File: config.mk
export PLATFORM = sky130hd
export DESIGN_NAME = kts_ctrl
export DESIGN_NICKNAME = d
export VERILOG_FILES = /design/src/rtl/kts_pkg.sv /design/src/rtl/kts_ctrl.sv
export SDC_FILE = /design/constraint.sdc
export NUM_CORES = 1
export LEC_CHECK = 0
export BUFFER_PORTS_ARGS = -buffer_cell sky130_fd_sc_hd__buf_2
export CAP_MARGIN = 20
export CORE_AREA = 2 2 39 41
export CTS_CLUSTER_DIAMETER = 50
export CTS_CLUSTER_SIZE = 12
export DETAILED_ROUTE_END_ITERATION = 10
export DIE_AREA = 0 0 41 43
export PLACE_DENSITY = 0.45
export SLEW_MARGIN = 20
export SYNTH_ARGS = -nofsm -noshare
export SYNTH_HDL_FRONTEND = slang
export SYNTH_SLANG_ARGS = --single-unit
File: constraint.sdc
create_clock -name i_clk -period 2.69 [get_ports i_clk]
set_input_delay 0.538 -clock i_clk [delete_from_list [all_inputs] [get_ports i_clk]]
set_output_delay 0.538 -clock i_clk [all_outputs]
set_load 0.02 [all_outputs]
File: src/rtl/kts_pkg.sv
// kts_pkg: shared types and constants for the keyed table search block
// table geometry, item field widths, mode codes, controller states, command/status structs
// no dependencies

package kts_pkg;

    localparam int DEPTH      = 256;
    localparam int AW         = $clog2(DEPTH);   // slot / position width
    localparam int CW         = AW + 1;          // count width, holds DEPTH itself
    localparam int IW         = AW + 2;          // signed bound width, holds -1
    localparam int KEY_W      = 32;
    localparam int MODE_W     = 2;
    localparam int IN_TDATA_W = ((AW + KEY_W + 7) / 8) * 8;
    localparam int OUT_BITS   = 1 + AW + CW;
    localparam int OUT_TDATA_W = ((OUT_BITS + 7) / 8) * 8;

    typedef enum logic [MODE_W-1:0] {
        MODE_LOAD   = 2'd0,
        MODE_LINEAR = 2'd1,
        MODE_BINARY = 2'd2
    } t_mode;

    typedef enum logic [1:0] {
        ST_IDLE,
        ST_READ,
        ST_CMP,
        ST_HOLD
    } t_state;

    typedef struct packed {
        logic load_write;   // write key into table
        logic start;        // capture search key and set up bounds
        logic issue_read;   // read the table at the probe slot
        logic compare;      // count the probe and narrow the bounds
        logic finish_hit;   // latch a found result
        logic finish_miss;  // latch a not-found result
        logic push;         // move the result into the output register
    } t_cmd;

    typedef struct packed {
        logic in_range;     // lower bound not above upper bound
        logic match;        // read entry equals search key
    } t_sts;

endpackage

File: src/rtl/kts_ctrl.sv
// kts_ctrl: controller state machine for the keyed table search
// sequences table loads, probe read/compare steps and the output handshake; depends on kts_pkg

module kts_ctrl
    import kts_pkg::*;
(
    input  logic   i_clk,
    input  logic   i_rst_n,
    input  logic   i_in_valid,
    input  t_mode  i_mode,
    output logic   o_in_ready,
    input  logic   i_out_ready,
    output logic   o_out_valid,
    input  t_sts   i_sts,
    output t_cmd   o_cmd
);

    t_state r_state, n_state;
    logic   r_out_valid, n_out_valid;
    logic   out_free;

    assign out_free    = !r_out_valid || i_out_ready;
    assign o_out_valid = r_out_valid;
    assign o_in_ready  = (r_state == ST_IDLE);

    always_ff @(posedge i_clk) begin
        if (!i_rst_n) begin
            r_state     <= ST_IDLE;
            r_out_valid <= 1'b0;
        end else begin
            r_state     <= n_state;
            r_out_valid <= n_out_valid;
        end
    end

    always_comb begin
        n_state = r_state;
        o_cmd   = '0;
        case (r_state)
            ST_IDLE: begin
                if (i_in_valid) begin
                    case (i_mode)
                        MODE_LOAD: begin
                            o_cmd.load_write = 1'b1;
                        end
                        MODE_LINEAR, MODE_BINARY: begin
                            o_cmd.start = 1'b1;
                            n_state     = ST_READ;
                        end
                        default: begin
                            // unused mode code: item is dropped
                        end
                    endcase
                end
            end
            ST_READ: begin
                if (i_sts.in_range) begin
                    o_cmd.issue_read = 1'b1;
                    n_state          = ST_CMP;
                end else begin
                    o_cmd.finish_miss = 1'b1;
                    n_state           = ST_HOLD;
                end
            end
            ST_CMP: begin
                o_cmd.compare = 1'b1;
                if (i_sts.match) begin
                    o_cmd.finish_hit = 1'b1;
                    n_state          = ST_HOLD;
                end else begin
                    n_state = ST_READ;
                end
            end
            ST_HOLD: begin
                if (out_free) begin
                    o_cmd.push = 1'b1;
                    n_state    = ST_IDLE;
                end
            end
            default: begin
                n_state = ST_IDLE;
            end
        endcase
    end

    always_comb begin
        if (o_cmd.push) begin
            n_out_valid = 1'b1;
        end else if (i_out_ready) begin
            n_out_valid = 1'b0;
        end else begin
            n_out_valid = r_out_valid;
        end
    end

endmodule

==> results.toml <==
[critical_path]
worstSetupStartpointType = "input pin"
crit_buf_inv = 3
cp_slowest_stage_delay_ns = 0.29
crit_family = "adder cells"
cp.required_ns = 2.15
worst-setup-path-type = "in -> out"
cp-end-kind = "output pin"
slowest_stage = "ha_1"
critical_path.max_fanout = 2
path_common_cell = "buf_2"
cp_data_arrival_time_ns = 1.24
path_cells = "buf_2 > inv_1 > ha_1 > and3_1 > buf_2"

[cells_and_area]
final_net_count = 53
diodes = 0
finalInstanceArea_um2 = 324
layout_commonest_cell = "buf_2"
final_cell_mix = "16 x buf_2, 3 x inv_1, 3 x clkbuf_4, 3 x dfxtp_1"
drive_gt1_frac = 0.512
final_cells = 59
fin_util = 0.234
area_growth_pct = 54.2

[clocking]
cts_buffer_depth = 2
cts_tree = "yes"
cts_setup_buffers = 0
clock-sinks = 3
cts_hold_buffers = 0
h-tree-depth = 1
ctsResizeCount = 0
clk_latency_ns = 0.24
cts.reportedPaths.clkPinSlew_ns = 0.04
cts_made_buffers = 3
root_buffer = "clkbuf_4"

[yosys]
syn_area_um2 = 210
avgSynthCellArea_um2 = 8.41
syn_inst = 25
yosysUniqueCellTypes = 18
synth_nets = 34
ys_seq_elements = 3
synth_warnings = 0
ys_seq_area_frac = 0.286

[global_routing]
grt-ovfl-total = 0
antenna_found_initial = 0
grt_max_degree = 10
grt_pass1_vias = 217
grt_pass1_wl_um = 717
track_usage = 0.0663

[detailed_routing]
drtIter0Drc = 2
vias_per_cell = 3.86
wire_per_inst_um = 8.10
drt-total-wl_um = 478
route.detailed.drc = 0
firstDrtPassIters = 2
vias = 228
ant_nets = 0

[sta]
fin_ws_ns = 0.909
maxSlewViolCount = 0
worstMarginPinSlew_ns = 0.322
finalSetupTns_ns = 0
fin_skew_ns = 0.00781
slew_headroom = 0.785
fin_crit_ns = 1.78
setup_viol = 0
holdWs_ns = 0.535
fmax_mhz = 561
rsz0062_at_grt = "false"
hold_viol_final = 0
period_share = 0.662

[placement]
place_ws_ns = 0.903
io_buffers = 16
place.gp.congestion = 0.586
dp_cells = 55
dp_hpwl_um = 390
postPlaceCellArea_um2 = 298

[pwr]
p_leak_nw = 0.194
powerDensity_mw_per_mm2 = 583
finalPower_uw = 189
vdd_drop_max_uv = 127

[floorplan]
design.portCount = 17
die_w_um = 41
die_area_mm2 = 0.00176
core_area_mm2 = 0.00138
die_y_um = 43
rows = 14
initial_core_util = 0.152

[run]
drv_cap = 0

[status]
status = "finished clean"

[min_path]
hp-class = "in -> reg"
[sequential cells by signal (all words and copies together), names as in the netlist]
name and flops:
o_out_valid 1, r_state 2
[kinds of logic after synthesis]
group | synth area share
compound gates | 0.202
fa+ha+maj | 0.0595
flops | 0.286
buf+inv | 0.113
simple gates | 0.339
[synthesized netlist by cell type]
library cell	instances	area, um^2
nor2b_4	1	13.8
buf_4	1	7.51
clkbuf_2	1	5.00
dfxtp_1	3	60.1
nor2_1	1	3.75
o211a_1	1	10.0
inv_1	3	11.3
nand2b_1	1	6.26
and3_1	2	12.5
a21boi_0	2	15.0
and3b_2	1	10.0
and2_4	1	8.76
nor3b_1	1	7.51
a21oi_1	2	10.0
ha_1	1	12.5
o21a_1	1	7.51
nand2_1	1	3.75
nand3_1	1	5.00
[worst paths after layout]
check	start	end	slack (ns)	cells past startpoint
setup / recovery	i_mode[0]	o_cmd[5]	0.91	5
setup reg to reg	r_state[0]	r_state[1]	1.69	3
hold / removal	i_rst_n	r_state[1]	0.54	2
hold reg to reg	o_out_valid	o_out_valid	0.55	2
[cell type report]
| class | count | area (um^2) |
|---|---|---|
| Fill cell | 160 | 1060 |
| Sequential cell | 3 | 60.1 |
| Inverter | 3 | 11.3 |
| Multi-Input combinational cell | 17 | 126 |
| Clock buffer | 4 | 26.3 |
| Tap cell | 16 | 20.0 |
| Timing Repair Buffer | 16 | 80.1 |
[layer usage]
layer	up-vias	global-route usage	share of wire
li1	118	-	-
met1	105	0.0611	0.37
met4	0	0.0600	0
met5	-	0	0
met3	0	0.0471	0.082
met2	5	0.0906	0.54
[report_power, final]
group          internal [mW]  switching [mW]
logic                 0.0240          0.0275
registers             0.0489         0.00861
clock network         0.0557          0.0243
total                  0.129          0.0604
Power figures use the tool's default switching activity.
